File: src/sbe_pkg.sv
`timescale 1ns / 1ps

package sbe_pkg;

	localparam int DATA_WIDTH  = 32;
	localparam int STACK_DEPTH = 64;
	localparam int LOCAL_COUNT = 256;
	localparam int SP_W        = $clog2(STACK_DEPTH + 1);
	localparam int SA_W        = $clog2(STACK_DEPTH);
	localparam int LA_W        = $clog2(LOCAL_COUNT);
	localparam int NLOC_W      = 9;
	localparam logic [NLOC_W-1:0] NLOC_RESET = NLOC_W'(256);

	typedef logic [DATA_WIDTH-1:0] data_t;

	typedef enum logic [4:0] {
		K_PUSHC = 5'd0,  K_TRUE  = 5'd1,  K_FALSE = 5'd2,
		K_ADD   = 5'd3,  K_SUB   = 5'd4,  K_MUL   = 5'd5,  K_DIV  = 5'd6,  K_MOD  = 5'd7,
		K_ADDS  = 5'd8,  K_SUBS  = 5'd9,  K_MULS  = 5'd10, K_DIVS = 5'd11,
		K_GT    = 5'd12, K_GTE   = 5'd13, K_LT    = 5'd14, K_LTE  = 5'd15,
		K_IEQ   = 5'd16, K_BEQ   = 5'd17, K_INEQ  = 5'd18, K_BNEQ = 5'd19,
		K_NEG   = 5'd20, K_NOT   = 5'd21, K_LOAD  = 5'd22, K_STORE = 5'd23,
		K_JMP   = 5'd24, K_JMPN  = 5'd25, K_JMPT  = 5'd26
	} kind_t;

	typedef enum logic [2:0] {
		ST_OK        = 3'd0,
		ST_DIV_ZERO  = 3'd1,
		ST_BAD_SLOT  = 3'd2,
		ST_UNDERFLOW = 3'd3,
		ST_OVERFLOW  = 3'd4,
		ST_HALTED    = 3'd5
	} status_t;

	typedef struct packed {
		logic [4:0]         kind;
		logic [15:0]        operand_word;
		logic signed [31:0] constant_value;
	} sbe_in_t;

	typedef struct packed {
		logic [15:0]        next_pc;
		logic signed [31:0] top_value;
		logic [6:0]         stack_depth;
		logic [2:0]         status;
	} sbe_out_t;

	typedef struct packed {
		logic capture;
		logic start_div;
		logic commit;
	} sbe_cmd_t;

	typedef struct packed {
		logic need_div;
		logic div_done;
	} sbe_stat_t;

	function automatic logic [1:0] kind_len(input logic [4:0] k);
		logic [1:0] len;
		len = 2'd1;
		if (k == K_PUSHC || (k >= K_ADDS && k <= K_DIVS) || (k >= K_LOAD && k <= K_JMPT))
			len = 2'd3;
		return len;
	endfunction

endpackage

File: src/sbe_ctrl.sv
`timescale 1ns / 1ps

module sbe_ctrl (
	input  logic               clk,
	input  logic               arst_n,
	input  logic               in_valid,
	output logic               in_ready,
	output logic               out_valid,
	input  logic               out_ready,
	input  sbe_pkg::sbe_stat_t stat,
	output sbe_pkg::sbe_cmd_t  cmd
);
	import sbe_pkg::*;

	typedef enum logic [2:0] {
		S_IDLE = 3'b001,
		S_EXEC = 3'b010,
		S_DIV  = 3'b100
	} state_t;

	state_t state_q;
	logic   out_free;

	assign out_free      = !out_valid || out_ready;
	assign in_ready      = state_q == S_IDLE;
	assign cmd.capture   = in_valid && in_ready;
	assign cmd.start_div = state_q == S_EXEC && stat.need_div;
	assign cmd.commit    = out_free && ((state_q == S_EXEC && !stat.need_div)
		|| (state_q == S_DIV && stat.div_done));

	always_ff @(posedge clk or negedge arst_n) begin
		if (!arst_n) begin
			state_q   <= S_IDLE;
			out_valid <= 1'b0;
		end else begin
			out_valid <= cmd.commit || (out_valid && !out_ready);
			unique case (state_q)
				S_IDLE: if (cmd.capture) state_q <= S_EXEC;
				S_EXEC: begin
					if (cmd.start_div)
						state_q <= S_DIV;
					else if (cmd.commit)
						state_q <= S_IDLE;
				end
				S_DIV: if (cmd.commit) state_q <= S_IDLE;
				default: state_q <= S_IDLE;
			endcase
		end
	end

	a_commit_free: assert property (@(posedge clk) disable iff (!arst_n)
		cmd.commit |-> !(out_valid && !out_ready)) else $error("result overwritten");
	a_div_enter: assert property (@(posedge clk) disable iff (!arst_n)
		cmd.start_div |=> state_q == S_DIV) else $error("divide not entered");
	a_commit_valid: assert property (@(posedge clk) disable iff (!arst_n)
		cmd.commit |=> out_valid && state_q == S_IDLE) else $error("commit lost");

endmodule

File: config.mk
export PLATFORM = sky130hd
export DESIGN_NAME = sbe_ctrl
export DESIGN_NICKNAME = d
export VERILOG_FILES = /design/src/sbe_pkg.sv /design/src/sbe_ctrl.sv
export SDC_FILE = /design/constraint.sdc
export NUM_CORES = 1
export LEC_CHECK = 0
export ABC_CLOCK_PERIOD_IN_PS = 1100
export BUFFER_PORTS_ARGS = -buffer_cell sky130_fd_sc_hd__buf_2
export CAP_MARGIN = 10
export CORE_AREA = 2 2 39 41
export CTS_CLUSTER_DIAMETER = 200
export CTS_CLUSTER_SIZE = 40
export DETAILED_ROUTE_END_ITERATION = 8
export DIE_AREA = 0 0 41 43
export HOLD_SLACK_MARGIN = 0.05
export PLACE_DENSITY = 0.4
export SLEW_MARGIN = 20
export SYNTH_ARGS = -nofsm -noshare
export SYNTH_HDL_FRONTEND = slang
export SYNTH_SLANG_ARGS = --single-unit
File: constraint.sdc
create_clock -name clk -period 1.1 [get_ports clk]
set_input_delay 0.055 -clock clk [delete_from_list [all_inputs] [get_ports clk]]
set_output_delay 0.055 -clock clk [all_outputs]
set_load 0.01 [all_outputs]
==> impl_results.md <==
* Number of synthesized flops with an enable pin at 0
* Post-synth top cells: nor2_1, dfrtp_1, a21oi_1
* Final setup viols at 7
* TritonRoute pass-1 iters at 3
* Fin util at 0.326
* Die Span Y at 43 um
* Synth async-reset ratio at 1.00
* Number of synthesized register bits at 4
* Mapped cell area at ~250 um2
* Warnings from Yosys at 0
* CTS Buf Count at 3
* Main combinational cell family by area after synthesis: simple AND/OR/NAND/NOR gates
* Synth Area in XOR/XNOR at 0.0355
* Period minus WS final at between 1000 and 1500 ps
* Max-slew violations at 0
* Setup ws final at -225 ps
* Max incr delay on CP at 570 ps
* Syn Area/Cell at around 10 um2
* Initial core utilization at 0.178
* Global-route usage over all layers at 0.0857
* Worst Setup SP: state_q[0]
* Detailed Route WL at 622 um
* Hold Crit Class: in -> reg
* Power per cell area at 2100 nW/um2
* VDD IR max at just under 0.7 mV
* Nets at 55
* Setup CP Type: reg -> out
* Hold Startpoint: stat[0]
* Final ANT Viol Nets at 0
* Post-synthesis cell count at 25
* Max_slew headroom at 0.848
* Failing checks: setup timing
* Worst path required time at 1040 ps
* Die area at 1760 um2
* Drt wl/cell at 9.72 um
* WHS Path Cells at 3
* Total of max-cap violations at 0
* Initial antenna violation count at 0
* Share of cells above drive strength 1 at 0.667
* Leak pwr at 0.220 nW
* Via count at 269
* Post-synthesis mux area share at 0
* Later-pin clock latency in the skew report at 240 ps
* Endpoint, Worst Hold: state_q[2]
* Critical path capture point type: output pin
* Synth Area in Adders at 0
* Clock Skews at 1.11 ps
* Final RePlAce weighted congestion at 0.729
* Crit-path slowest cell: dfstp_2
* Fmax at 0.755 GHz
* Top post-synthesis cells by area: dfrtp_1, dfstp_2, nor2_1, nand2b_4, nor3b_2
* Clock Tree Root: clkbuf_4
* Initial DRC count at 5
* Worst r2r dst: state_q[1]
* Port-buffer cells at 10
* Reg clk slew, reported paths at 40 ps
* RSZ-0062 raised after global routing: yes
* Simple-gate portion of the synthesized area at 0.376
* Seq/Total Area, Yosys at 0.411
* Largest net degree at the start of global routing at 7
* Total power at roughly 950 uW
* Mapped Nets at 31
* Vias/cell at 4.20
* GR Overflow Total at 0
* Placeable Area at approximately 1400 um2
* Dpl hpwl at approximately 460 um
* Max Buffers Root-to-Sink at 2
* CTS tree: done
* Unique masters post-synth at 19
* Worst R2R Start: state_q[0]
* Vias in the first global route at 261
* DRC at 0
* Die width at 41 um
* Nature of the critical path startpoint: flop
* CP arrival at 1270 ps
* Area Overhead vs Synth at 83.2%
* # diodes at 0
* Synth Area in Compound Gates at 0.132
* Outcome: finished with violations
* CTS sink count at 4
* Period utilisation layout at 1.20
* Worst-Margin Slew at 224 ps
* Std cell rows at 14
* Count leader, synth: nor2_1
* Final hold vios at 0
* Worst path cell trace: nor3b_4 > and2_4 > buf_6
* Reg2reg setup slack at -180 ps
* R2R cell count at 3
* CP Max Fanout at 6
* H-tree depth at 1
* Yosys top cell area share at 0.305
* Area leader, netlist: dfrtp_1
* First-pass GRT wire length at 979 um
* IO Pins at 11
* Primary FF master, synth: dfrtp_1
worst max path at each step:
stage / endpoint / slack [ps] / cells past startpoint
finish: cmd[2] / -220 / 3
global route: cmd[0] / -290 / 4
CTS: cmd[2] / -230 / 3
detailed placement: state_q[1] / -60 / 3
global placement: cmd[0] / -60 / 4
floorplan: state_q[0] / -40 / 3
cell type report:
type                       count  area, um2
fill                         150        932
multi-input combinational     19        166
tap                           16       20.0
clock buffer                   4       26.3
sequential                     4        101
timing repair buffer          20        134
inverter                       1       3.75
critical path: cells and delay by family, from the launching register on:
kind,cells,cell delay [ps]
flops,1,570
simple gates,2,370
buf+inv,1,90
power breakdown:
group	switching, mW	leakage (nW)	internal [mW]
Clock	0.0673	0.0150	0.137
Combinational	0.189	0.155	0.300
Sequential	0.0533	0.0509	0.203
Total	0.310	0.220	0.640
layout by cell type, fill, tap and decap left out, drive strengths merged, types with 2 or more instances in the layout:
master / Yosys / layout
clkbuf: 0 / 4
buf: 1 / 19
a21oi: 2 / 2
dfrtp: 3 / 3
nor2: 4 / 4
state kept, by name, summed over array words and instances (netlist names):
name       flops
state_q        3
out_valid      1
layer usage:
metal	track usage	vias up	wire, um
met5	0	-	0
met4	0.0400	0	0
met3	0.0471	0	33
met2	0.131	8	325
met1	0.0912	127	263
li1	-	134	-
stage by stage:
| stage | TNS [ps] | cells | worst slack [ps] | hold slack, ps | cell area [um2] |
|---|---|---|---|---|---|
| floorplan | -66.8 | 25 | -36.9 | -241 | 255 |
| global placement | -161 | 54 | -60.2 | -139 | 348 |
| detailed placement | -87.4 | 54 | -60.7 | -135 | 348 |
| CTS | -957 | 63 | -226 | 94.3 | 427 |
| global route | -1500 | 64 | -294 | 107 | 452 |
| finish | -1060 | 64 | -225 | 106 | 452 |
kinds of logic after synthesis:
| family | count (synthesis) |
|---|---|
| AO/OA/AOI/OAI | 5 |
| buffers and inverters | 2 |
| flip-flops | 4 |
| XOR/XNOR | 1 |
| AND/OR/NAND/NOR | 13 |
what timing repair did:
action | 4_1_cts | 5_1_grt
setup buffers | 4 | 1
endpoints found under the setup margin | 6 | 7
endpoints found under the hold margin | 4 | 0
hold buffers | 1 | 0
gates resized for setup | 3 | 3
pin swaps | 2 | 4
gates cloned | 0 | 0
Note: power is estimated with default switching activity, not from simulation.
